`src/hdl/sdfrm_pkg.sv`:
```
// Shared types and constants of the 2-D signed distance ray marcher.
`default_nettype none
package sdfrm_pkg;

  // Shape kinds held in a table slot
  localparam logic [1:0] KIND_EMPTY  = 2'd0;
  localparam logic [1:0] KIND_CIRCLE = 2'd1;
  localparam logic [1:0] KIND_BOX    = 2'd2;

  // Stop causes
  localparam logic [1:0] CAUSE_SURFACE = 2'd0;
  localparam logic [1:0] CAUSE_OFFSCR  = 2'd1;
  localparam logic [1:0] CAUSE_STEPS   = 2'd2;

  // Register indexes on the configuration port
  localparam logic [1:0] REG_WIDTH  = 2'd0;
  localparam logic [1:0] REG_HEIGHT = 2'd1;
  localparam logic [1:0] REG_EPS    = 2'd2;

  // Post operation applied to a root
  localparam logic [1:0] POST_PLAIN = 2'd0;
  localparam logic [1:0] POST_HALF  = 2'd1;

  localparam int COORD_W   = 20;
  localparam int SIZE_W    = 19;
  localparam int OP_W      = 26;
  localparam int SQ_W      = 2 * OP_W;
  localparam int DIST_W    = 28;
  localparam int T_W       = 25;
  localparam int DIR_SHIFT = 14;
  localparam int FAR_PIXELS = 100000;

  // Payload of one table slot
  typedef struct packed {
    logic [7:0]         id;
    logic [COORD_W-1:0] cx;
    logic [COORD_W-1:0] cy;
    logic [SIZE_W-1:0]  w;
    logic [SIZE_W-1:0]  h;
  } shape_t;

  // Request to the distance unit
  typedef struct packed {
    logic signed [OP_W-1:0]   a;
    logic signed [OP_W-1:0]   b;
    logic [1:0]               post;
    logic signed [DIST_W-1:0] off;
  } dreq_t;

endpackage
`default_nettype wire

```
`src/hdl/sdfrm_cell.sv`:
```
// One table slot of the shape ring: holds a shape and hands it to its neighbour on rotation.
`default_nettype none
module sdfrm_cell (
  input  wire logic               clk,
  input  wire logic               rst_n,
  input  wire logic               shift,
  input  wire logic               wr,
  input  wire logic [1:0]         wr_kind,
  input  wire sdfrm_pkg::shape_t  wr_shape,
  input  wire logic [1:0]         nb_kind,
  input  wire sdfrm_pkg::shape_t  nb_shape,
  output logic [1:0]              kind,
  output sdfrm_pkg::shape_t       shape
);
  import sdfrm_pkg::*;

  logic [1:0] kind_r;
  shape_t     shape_r;

  // Hold kind, cleared at reset
  always_ff @(posedge clk) begin
    if (!rst_n) begin
      kind_r <= KIND_EMPTY;
    end else if (wr) begin
      kind_r <= wr_kind;
    end else if (shift) begin
      kind_r <= nb_kind;
    end
  end

  // Hold payload
  always_ff @(posedge clk) begin
    if (wr) begin
      shape_r <= wr_shape;
    end else if (shift) begin
      shape_r <= nb_shape;
    end
  end

  assign kind  = kind_r;
  assign shape = shape_r;
endmodule
`default_nettype wire

```
`config.mk`:
```
export PLATFORM = sky130hd
export DESIGN_NAME = sdfrm_cell
export DESIGN_NICKNAME = d
export VERILOG_FILES = /design/src/hdl/sdfrm_pkg.sv /design/src/hdl/sdfrm_cell.sv
export SDC_FILE = /design/constraint.sdc
export NUM_CORES = 1
export LEC_CHECK = 0
export BUFFER_PORTS_ARGS = -buffer_cell sky130_fd_sc_hd__buf_2
export CAP_MARGIN = 20
export CORE_MARGIN = 2
export CORE_UTILIZATION = 39
export CTS_BUF_LIST = sky130_fd_sc_hd__clkbuf_8 sky130_fd_sc_hd__clkbuf_16
export CTS_CLUSTER_SIZE = 40
export DETAILED_ROUTE_END_ITERATION = 12
export GPL_TIMING_DRIVEN = 1
export PLACE_DENSITY = 0.85
export SYNTH_ARGS = -nofsm -noshare
export SYNTH_HDL_FRONTEND = slang
export SYNTH_SLANG_ARGS = --single-unit
```
`constraint.sdc`:
```
create_clock -name clk -period 2.45 [get_ports clk]
set_input_delay 0.49 -clock clk [delete_from_list [all_inputs] [get_ports clk]]
set_output_delay 0.49 -clock clk [all_outputs]
set_load 0.01 [all_outputs]
```
# Word level (Yosys, flattened, before mapping)
# Index checks and enable logic that the tools add are counted.
dict set report word_totals {
  regBits 88
  inputBits 180
}
dict set report op_classes {
  muxes 4
  reduce_logical 1
}
# cell n
set op_table {}
lappend op_table {{two-way mux 86 bit} 2}
lappend op_table {{two-way mux 2 bit} 2}
lappend op_table {{nonzero test 2 bit} 1}

# Longest topological paths before layout
dict set report logic_depth {
  depth_word 2
  ltp_mapped 4
  ltp_nobuf 2
}

# Least setup slack after synthesis
# No wires, ideal clock.
dict set report synth_timing {
  path_type {input port to flip-flop}
  startpoint {input wr}
  endpoint {register shape_r, in the netlist shape[0], enable pin}
  setup_ps 408
  arrival_ps 1949
  path_slack_ps 93
  stages 3
  path_cell_list {buf_6 -> buf_8 -> or2_2}
}
dict set report synth_between {
  elab_chain_len 1
}
# element line
set synth_lines {}
lappend synth_lines {{start, declared} sdfrm_cell.sv:7} ;# input wire logic wr,
lappend synth_lines {{nonzero test 2 bit (no source line)} --}
lappend synth_lines {{end signal, assigned} sdfrm_cell.sv:34} ;# shape_r <= wr_shape;
lappend synth_lines {{end signal, assigned} sdfrm_cell.sv:36} ;# shape_r <= nb_shape;
lappend synth_lines {{end, declared} sdfrm_cell.sv:18} ;# shape_t shape_r;
# No other way between the ends.
# A chain may end at the register's enable or synchronous reset.

# Final worst setup path
dict set report layout_timing {
  startpoint {input wr}
  endpoint {register shape_r, in the netlist shape[22] (data pin)}
}
dict set report layout_between {
  elab_chain_len 1
}
# element line
set layout_lines {}
lappend layout_lines {{two-way mux 86 bit} sdfrm_cell.sv:33} ;# if (wr) begin
# No other way between the ends.

==> flow_metrics.env <==
export IMPL_fin_skew_ns=0
export IMPL_via_per_inst=4.545
export IMPL_fin_nets=641
export IMPL_final_layout_size_suffix_gt1_frac=0.8026
export IMPL_clockRootBuffer="clkbuf_8"
export IMPL_grt_busiest_layer="met2"
export IMPL_peakVddDrop_mv=0.3668
export IMPL_grt_pass1_vias=2767
export IMPL_dp_hpwl_um=6893
export IMPL_grtUsageMet1=0.1466
export IMPL_avgRoutedWirePerCell_um=14.97
export IMPL_h_tree_depth=3
export IMPL_die_h_um=107.3
export IMPL_core_um2=10320
export IMPL_synth_cell_area_um2=4161
export IMPL_drt_wl_total_um=9012
export IMPL_multi_input_area_um2=1355
export IMPL_regArea_um2=2623
export IMPL_hold_class="primary input to register"
export IMPL_drv_slew=0
export IMPL_critPathCaptureType="register"
export IMPL_use_met2=0.2722
export IMPL_met3_usage=0.04177
export IMPL_ys_warn_count=0
export IMPL_r2r_setup_slack_ns=1.55
export IMPL_grt_pass1_wl_um=12710
export IMPL_ys_seq_area_frac=0.6302
export IMPL_dr_pass1_iters=4
export IMPL_final_hold_violation_count=0
export IMPL_crit_chain="buf_4, buf_12, mux2_4"
export IMPL_postCtsHoldBufs=0
export IMPL_antenna_cells=0
export IMPL_yosys_cell_types_count=10
export IMPL_p_leak_uw=0.002814
export IMPL_cts_made_buffers=9
export IMPL_ys_ff_latch=88
export IMPL_status="complete, no violations"
export IMPL_fin_crit_sh=0.5720
export IMPL_cpLargestDelayFamily="buffers and inverters"
export IMPL_cp_arrival_ns=1.50
export IMPL_power_total_uw=3641
export IMPL_clockBufferDepth=2
export IMPL_overflow=0
export IMPL_critPathMaxFanout=90
export IMPL_cts_resized=0
export IMPL_portBuffers=267
export IMPL_area_delta_synth_final_pct=38.27
export IMPL_max_freq_ghz=0.7136
export IMPL_slowest_delay_ns=0.49
export IMPL_syn_avg_cell_area_um2=21.79
export IMPL_cp_start_kind="primary input"
export IMPL_ios=268
export IMPL_placementRows=37
export IMPL_drt_iter0_markers=102
export IMPL_fin_setup_tns_ns=0
export IMPL_cpMaxStageDelayCell="buf_12"
export IMPL_gp_congestion=0.7470
export IMPL_dieWidth_um=107.3
export IMPL_fin_area_um2=5754
export IMPL_clk_pin_slew_ns=0.08
export IMPL_nFillCells=804
export IMPL_crit_type="primary input to register"
export IMPL_numClockSinks=88
export IMPL_initial_core_util=0.4031
export IMPL_synthCells=191
export IMPL_antenna_found_initial=0
export IMPL_via_count=2736
export IMPL_postCtsSetupRepairBufs=0
export IMPL_cts_tree="done"
export IMPL_grtUsageTotal=0.1454
export IMPL_setup_viol=0
export IMPL_postRouteAntennaNets=0
export IMPL_rsz0062_at_grt="false"
export IMPL_drc=0
export IMPL_maxCapViolCount=0
export IMPL_grt_max_degree=91
export IMPL_relSlewSlack=0.5699
export IMPL_clk_latency_ns=0.34
export IMPL_synth_nets=371
export IMPL_dpl_cell_area_um2=5507
export IMPL_power_density_nw_per_um2=632.7
export IMPL_required_ns=2.54
export IMPL_fin_crit_ns=1.401
export IMPL_dieArea_um2=11510
export IMPL_worst_path_buf_inv=2
export IMPL_worstMarginPinSlew_ns=0.6451
## sequential cells by signal, indices dropped and copies added (netlist names)
register,count
kind,2
shape,86
## layer usage
| metal | wire length (µm) | up-vias |
|---|---|---|
| li1 | - | 1285 |
| met3 | 832 | 13 |
| met2 | 4712 | 168 |
| met4 | 174 | 0 |
| met5 | 0 | - |
| met1 | 3292 | 1270 |
## path summary, 6_finish.rpt
check                            start              endpoint  cells after the start
setup / recovery                    wr   shape[22]$_DFFE_PP_                      3
hold / removal                   rst_n  kind[1]$_SDFFE_PN0P_                      2
setup reg to reg  kind[0]$_SDFFE_PN0P_  kind[0]$_SDFFE_PN0P_                      2
hold reg to reg   kind[1]$_SDFFE_PN0P_  kind[1]$_SDFFE_PN0P_                      2
## power by group
part	internal (µW)	leakage [µW]	total (µW)	switching [µW]
clock	574	0.000101	1080	508
combinational	384	0.00182	678	294
sequential	1840	0.000893	1880	41.6
## synth_stat cells, drive strengths merged
cell type  number  area, µm²
or2             1      6.260
o211a           2      20.02
edfxtp         86       2582
dfxtp           2      40.04
buf            10      186.4
nand2b          2      12.51
mux2           88       1314
## cells by family (layout without fill, tap and decap cells)
logic type	after synthesis	count (layout)	share of synthesized area
multiplexers	88	88	0.3157
flip-flops	88	88	0.6302
buffers and inverters	10	285	0.04480
AND/OR/NAND/NOR	3	3	0.004510
AO/OA/AOI/OAI	2	2	0.004811
## layout by cell type (no fill, tap or decap), types with 2 or more instances in the layout
cell / instances
buf_2: 266
bufinv_16: 2
clkbuf_8: 9
clkinvlp_4: 3
dfxtp_1: 2
edfxtp_1: 86
mux2_2: 2
mux2_4: 86
nand2b_1: 2
o211a_1: 2
## final cells by class
| class | count | area share |
|---|---|---|
| Clock inverter | 7 | 0.01674 |
| Clock buffer | 9 | 0.02153 |
| Multi-Input combinational cell | 93 | 0.2355 |
| Timing Repair Buffer | 269 | 0.2409 |
| Tap cell | 136 | 0.02957 |
| Sequential cell | 88 | 0.4558 |
## metrics by stage
| step | hold slack, ns | setup slack, ns | std cells | util |
|---|---|---|---|---|
| final | 0.3882 | 1.049 | 602 | 0.5574 |
| after global routing | 0.3751 | 1.003 | 602 | 0.5574 |
| after CTS | 0.3607 | 0.9036 | 601 | 0.5547 |
| after detailed placement | 0.5970 | 0.5216 | 585 | 0.5334 |
| after global placement | 0.6058 | 0.5775 | 585 | 0.5334 |
| after floorplan | 0.6234 | 0.09323 | 191 | - |
Power figures use the tool's default switching activity.
