`src/hdl/sdfrm_pkg.sv`:
```
// Shared types and constants of the 2-D signed distance ray marcher.
`default_nettype none
package sdfrm_pkg;

  // Shape kinds held in a table slot
  localparam logic [1:0] KIND_EMPTY  = 2'd0;
  localparam logic [1:0] KIND_CIRCLE = 2'd1;
  localparam logic [1:0] KIND_BOX    = 2'd2;

  // Stop causes
  localparam logic [1:0] CAUSE_SURFACE = 2'd0;
  localparam logic [1:0] CAUSE_OFFSCR  = 2'd1;
  localparam logic [1:0] CAUSE_STEPS   = 2'd2;

  // Register indexes on the configuration port
  localparam logic [1:0] REG_WIDTH  = 2'd0;
  localparam logic [1:0] REG_HEIGHT = 2'd1;
  localparam logic [1:0] REG_EPS    = 2'd2;

  // Post operation applied to a root
  localparam logic [1:0] POST_PLAIN = 2'd0;
  localparam logic [1:0] POST_HALF  = 2'd1;

  localparam int COORD_W   = 20;
  localparam int SIZE_W    = 19;
  localparam int OP_W      = 26;
  localparam int SQ_W      = 2 * OP_W;
  localparam int DIST_W    = 28;
  localparam int T_W       = 25;
  localparam int DIR_SHIFT = 14;
  localparam int FAR_PIXELS = 100000;

  // Payload of one table slot
  typedef struct packed {
    logic [7:0]         id;
    logic [COORD_W-1:0] cx;
    logic [COORD_W-1:0] cy;
    logic [SIZE_W-1:0]  w;
    logic [SIZE_W-1:0]  h;
  } shape_t;

  // Request to the distance unit
  typedef struct packed {
    logic signed [OP_W-1:0]   a;
    logic signed [OP_W-1:0]   b;
    logic [1:0]               post;
    logic signed [DIST_W-1:0] off;
  } dreq_t;

endpackage
`default_nettype wire

```
`src/hdl/sdfrm_dist.sv`:
```
// Distance unit: squares, bit-serial floor root, offset and optional halving of one distance request.
`default_nettype none
module sdfrm_dist (
  input  wire logic                            clk,
  input  wire logic                            rst_n,
  input  wire logic                            start,
  input  wire sdfrm_pkg::dreq_t                req,
  output logic                                 done,
  output logic signed [sdfrm_pkg::DIST_W-1:0]  res
);
  import sdfrm_pkg::*;

  localparam logic [2:0] PH_IDLE = 3'd0;
  localparam logic [2:0] PH_MUL  = 3'd1;
  localparam logic [2:0] PH_SUM  = 3'd2;
  localparam logic [2:0] PH_ROOT = 3'd3;
  localparam logic [2:0] PH_POST = 3'd4;
  localparam int CNT_W = $clog2(OP_W + 1);

  logic [2:0]               ph_r;
  dreq_t                    req_r;
  logic [SQ_W-1:0]          sa_r, sb_r, v_r, r_r, bit_r;
  logic [CNT_W-1:0]         cnt_r;
  logic                     done_r;
  logic signed [DIST_W-1:0] res_r;
  logic [SQ_W-1:0]          trial;
  logic signed [DIST_W-1:0] sum;

  assign trial = r_r + bit_r;
  assign sum   = $signed({{(DIST_W-OP_W){1'b0}}, r_r[OP_W-1:0]}) + req_r.off;

  // Sequence the request
  always_ff @(posedge clk) begin
    if (!rst_n) begin
      ph_r   <= PH_IDLE;
      done_r <= 1'b0;
    end else begin
      done_r <= 1'b0;
      case (ph_r)
        PH_IDLE: if (start) ph_r <= PH_MUL;
        PH_MUL:  ph_r <= PH_SUM;
        PH_SUM:  ph_r <= PH_ROOT;
        PH_ROOT: if (cnt_r == CNT_W'(1)) ph_r <= PH_POST;
        PH_POST: begin
          ph_r   <= PH_IDLE;
          done_r <= 1'b1;
        end
        default: ph_r <= PH_IDLE;
      endcase
    end
  end

  // Datapath: one root bit a cycle
  always_ff @(posedge clk) begin
    case (ph_r)
      PH_IDLE: if (start) req_r <= req;
      PH_MUL: begin
        sa_r <= SQ_W'(req_r.a * req_r.a);
        sb_r <= SQ_W'(req_r.b * req_r.b);
      end
      PH_SUM: begin
        v_r   <= sa_r + sb_r;
        r_r   <= '0;
        bit_r <= SQ_W'(1) << (SQ_W - 2);
        cnt_r <= CNT_W'(OP_W);
      end
      PH_ROOT: begin
        if (v_r >= trial) begin
          v_r <= v_r - trial;
          r_r <= (r_r >> 1) + bit_r;
        end else begin
          r_r <= r_r >> 1;
        end
        bit_r <= bit_r >> 2;
        cnt_r <= cnt_r - CNT_W'(1);
      end
      PH_POST: begin
        if (req_r.post == POST_HALF) res_r <= sum >>> 1;
        else res_r <= sum;
      end
      default: ;
    endcase
  end

  assign done = done_r;
  assign res  = res_r;
endmodule
`default_nettype wire

```
`config.mk`:
```
export PLATFORM = sky130hd
export DESIGN_NAME = sdfrm_dist
export DESIGN_NICKNAME = d
export VERILOG_FILES = /design/src/hdl/sdfrm_pkg.sv /design/src/hdl/sdfrm_dist.sv
export SDC_FILE = /design/constraint.sdc
export NUM_CORES = 2
export LEC_CHECK = 0
export BUFFER_PORTS_ARGS = -buffer_cell sky130_fd_sc_hd__buf_2
export CAP_MARGIN = 40
export CORE_MARGIN = 1.5
export CORE_UTILIZATION = 35
export DETAILED_ROUTE_END_ITERATION = 16
export PLACE_DENSITY = 0.5
export SLEW_MARGIN = 20
export SYNTH_ARGS = -nofsm -noshare
export SYNTH_HDL_FRONTEND = slang
export SYNTH_SLANG_ARGS = --single-unit
export TNS_END_PERCENT = 10
```
`constraint.sdc`:
```
create_clock -name clk -period 25.8 [get_ports clk]
set_input_delay 2.58 -clock clk [delete_from_list [all_inputs] [get_ports clk]]
set_output_delay 2.58 -clock clk [all_outputs]
set_load 0.01 [all_outputs]
```
# Yosys cells after proc, flatten, opt, wreduce, memory -nomap -nowiden

Cells that the tools add are included.

Register bits after elaboration: 379
Bits in latches: 0
Bits in writable memories: 0
Bits in read-only memories: 0
Input port bits: 85
Output and inout bits: 29
Word-level logic and storage cells: 47
Memories: 0

$add $sub $neg: 6
Multiply operators: 2
Divide/modulo/power cells: 0
Order comparisons: 1
Equality and inequality tests: 9
Shift operators: 0
Multiplexer cells: 11
Bitwise gates (word level): 0
Reduce and logical (&&, ||, !) cells: 5

Operator list:

| cell                  | number |
|---|---|
| $pmux W52 S2          | 3 |
| $add A52 B52 Y52      | 2 |
| $mul A26 B26 Y52      | 2 |
| $mux W52              | 2 |
| $add A51 B52 Y52      | 1 |
| $ge A52 B52 Y1        | 1 |
| $sub A52 B52 Y52      | 1 |
| $add A27 B28 Y28      | 1 |
| $mux W27              | 1 |
| $pmux W3 S4           | 1 |
| $pmux W5 S2           | 1 |
| $eq A3 B2 Y1 const B  | 2 |
| $mux W3               | 2 |
| $ne A2 B2 Y1 const B  | 3 |
| $reduce_and A2 Y1     | 3 |
| $eq A5 B1 Y1 const B  | 1 |
| $sub A5 B1 Y5 const B | 1 |
| $eq A3 B1 Y1 const B  | 1 |
| $eq A3 B3 Y1 const B  | 1 |
| $logic_not A3 Y1      | 1 |
| $eq A2 B1 Y1 const B  | 1 |
| $reduce_bool A2 Y1    | 1 |
| $mux W1               | 1 |

# Depth between registers and ports, before layout

Depth after elaboration: 4
Gate-level depth with buffers: 29
Mapped depth without buffers: 27

# Worst setup path before layout

No wires, ideal clock.

Path type: in2reg
Start point: in start
End point: reg req_r[0] (netlist name) (enable)
Setup time: 0.753 ns
Arrival: 10.859 ns
Data required time: 25.047 ns
Slack: 14.188 ns
Stages on the path: 1
Buffers on the path: 0
Cells stage by stage: nor4b_1

Cells in the longest elaborated chain, start to end: 1

Ends and longest elaborated chain:

| element                            | line             | source |
|---|---|---|
| start, declared                    | sdfrm_dist.sv:6  | `input wire logic start,` |
| $reduce_and A2 Y1 (no source line) | n/a              |  |
| end signal, assigned               | sdfrm_dist.sv:56 | `PH_IDLE: if (start) req_r <= req;` |
| end, declared                      | sdfrm_dist.sv:21 | `dreq_t req_r;` |

Every way passes these cells.
A chain may end at the register's enable or synchronous reset.

# Worst setup path in the final report

Start point: reg req_r[41] (netlist name)
End point: reg sb_r[45], data pin

Cells in the longest elaborated chain, start to end: 1

Ends and longest elaborated chain:

| element              | line             | source |
|---|---|---|
| $mul A26 B26 Y52     | sdfrm_dist.sv:59 | `sb_r <= SQ_W'(req_r.b * req_r.b);` |
| end signal, assigned | sdfrm_dist.sv:59 |  |
| end, declared        | sdfrm_dist.sv:22 | `logic [SQ_W-1:0] sa_r, sb_r, v_r, r_r, bit_r;` |

Every way passes these cells.

==> impl_results.md <==
- Arr. time, crit path: 8970 ps
- Mux cell area share after synthesis: 0.217%
- Top-area cell type share of the netlist area: 39.8%
- Syn Std Cell Area: 66,200 um^2
- IO Pins: 114
- Crit path capture type: flip-flop
- DP HPWL: 138 mm
- Worst-Margin Slew: 833 ps
- Compound-cell area share of the yosys netlist: 8.91%
- Skew-Pair Late Insertion Delay: 700 ps
- Clk root buf: clkbuf_16
- Crit path kind: flip-flop to flip-flop
- Final non-filler cell total: 9,388
- Min cycle time layout: 8580 ps
- CTS Buf Count: 50
- CTS Hold Bufs: 0
- Layout cells sized above 1: 4.72%
- Vias: 45,200
- Setup bufs post-CTS: 0
- Filler cells: 19,000
- Synth top cells by count: 1,674 x inv_1, 1,316 x fa_1, 580 x nand2_1, 490 x ha_1, 347 x edfxtp_1
- Adder-Cell Fraction of Synth Area: 49.0%
- TNS Setup: 0 ps
- Total GRT Usage: 18.3%
- Failing checks: DRC
- Core area: 188,000 um^2
- Final Skew: 57.2 ps
- RSZ-0062 raised after global routing: no
- Placed insts: 9,291
- Die X: 438 um
- Overflow after GRT: 0
- Nets: 8,742
- Synth area leader: fa_1
- Remaining DRCs: 2
- Starting density of the core: 35.3%
- DR WL/cell: 18.1 um
- Gate Count Post-Synth: 6,793
- Xor/xnor share of the synthesized area: 4.47%
- Fin crit share: 33.3%
- Mapped Nets: 8,684
- Synth unique cells: 74
- Max H-tree Level: 2
- Iteration-0 DRC Markers: 2,506
- Post-synth EDFFs: 347
- Seq/Total Area, Yosys: 15.9%
- Global-route wire length before repair: 275 mm
- Maximum buffer depth of the clock tree: 3
- Final-report setup violation count: 0
- Simple-Gate Fraction of Synth Area: 10.9%
- Site row count: 159
- Synth Register Bits: 351
- Vias in the first global route: 49,400
- Die area: 192,000 um^2
- CTS tree: yes
- CTS resizes: 0
- Primary FF master, synth: edfxtp_1
- Final Hold Viols: 0
- Most common cell in the netlist: inv_1
- Post-route ant nets: 0
- Synth top area cells: fa_1 40%, edfxtp_1 16%, inv_1 9.5%
- Port buffer count: 113
- Post-Syn Area per Cell: 9.75 um^2
- Pin count of the biggest net entering global routing: 78
- Area delta synth->final: 8.19%
- Post-synth ARST share: 0%
- Vias per inst: 4.82
- Cell area after layout: 71,600 um^2
- Slew Limit Fails: 0
- Placer Congestion: 0.867
- Height of the die: 438 um
- Min-Delay Path Class: flip-flop to flip-flop
- Crit-path max FO: 22
- Fmax: 116 MHz
- CP Data Required Time: 26,180 ps
- Largest family of logic cells by synthesized area: adder cells
- Drt pass-1 iters: 13
- Outcome: finished with violations
- Maxcap violations: 0
- CTS Sinks: 351
- Worst setup SP type: flip-flop
- Placed cell area: 69,900 um^2
- Final WL: 170 mm
- Number of antenna violations at the first check in global routing: 4
- Relative slew margins: 44.0%
- Synthesis Warnings: 0
- CTS clk-pin slew, worst paths: 60 ps
## placed cells by master (no fill, tap or decap), types with 34 or more instances in the layout
cell and instances:
a31oi_1 58, nand3_1 45, edfxtp_1 347, o21bai_1 40
a21oi_1 241, fa_1 1316, and2_1 299, xor2_1 150
nand2b_1 37, nand4_1 38, buf_2 113, a21o_1 116
xnor2_1 188, and3_1 58, o21ai_0 213, nor3_1 39
buf_4 69, o21a_1 34, inv_1 1673, nor2b_1 74
a211oi_1 45, nand2_1 580, ha_1 490, clkbuf_16 50
nor2_1 270
## stage by stage
stage	utilization [%]	setup slack [ps]	hold slack [ps]
6_report	38.1	17220	586
5_1_grt	38.1	16750	628
4_1_cts	38.1	17150	583
3_5_place_dp	37.2	17210	575
3_3_place_gp	37.1	16690	562
2_1_floorplan	-	14190	502
## area by class of cell
type	count	area (um^2)	area share, %
clock buffers	56	1290	1.81
repair buffers	193	1250	1.75
diodes	1	2.50	0.00349
inverters	1674	6280	8.77
multi-input cells	4581	48800	68.1
well taps	2495	3120	4.36
flip-flops and latches	351	10500	14.7
clock inverters	37	423	0.590
## final timing paths
check | start | endpoint | slack, ps | cells after the start
worst min-delay path | ph_r[1]$_SDFFE_PN0P_ | ph_r[0]$_SDFFE_PN0P_ | 590 | 2
worst max register to register | req_r[41]$_DFFE_PP_ | sb_r[45]$_DFFE_PP_ | 17220 | 26
worst max-delay path | req_r[41]$_DFFE_PP_ | sb_r[45]$_DFFE_PP_ | 17220 | 26
worst min register to register | ph_r[1]$_SDFFE_PN0P_ | ph_r[0]$_SDFFE_PN0P_ | 590 | 2
## layer usage
layer / share of wire (%) / track usage [%]
met3: 3.1 / 1.62
met4: 1.6 / 3.23
met2: 50 / 32.4
met5: 0 / 0
met1: 45 / 24.4
## sequential cells by signal, summed over array words and instances, names as in the netlist
| signal | count |
|---|---|
| bit_r | 26 |
| cnt_r | 5 |
| done | 1 |
| ph_r | 3 |
| r_r | 52 |
| req_r | 82 |
| res | 28 |
| sa_r | 51 |
| sb_r | 51 |
| v_r | 52 |
## cell families (layout without fill, tap and decap cells)
group,count (synthesis),count (layout)
buffers and inverters,1861,1960
AO/OA/AOI/OAI,918,918
flip-flops,351,351
AND/OR/NAND/NOR,1505,1505
other,0,1
multiplexers,14,14
XOR/XNOR,338,338
adder cells (fa/ha/maj),1806,1806
## worst max-delay path, cell delays in order, from the launching register on
cell and delay [ps]:
edfxtp_1 360, buf_4 270, inv_1 350, nor2_1 130
fa_1 590, inv_1 70, fa_1 530, inv_1 50
fa_1 510, inv_1 60, fa_1 530, inv_1 50
fa_1 450, fa_1 490, inv_1 50, fa_1 490
inv_1 50, ha_1 350, a21oi_1 230, a21oi_1 100
nor3_1 490, o311ai_0 330, a31o_2 310, a311o_1 370
o41ai_1 650, o21ai_0 250, xor2_1 180
Power is left out: the tool's default activity adds up to more than one toggle a clock period on the data nets, which glitch-free logic cannot reach.
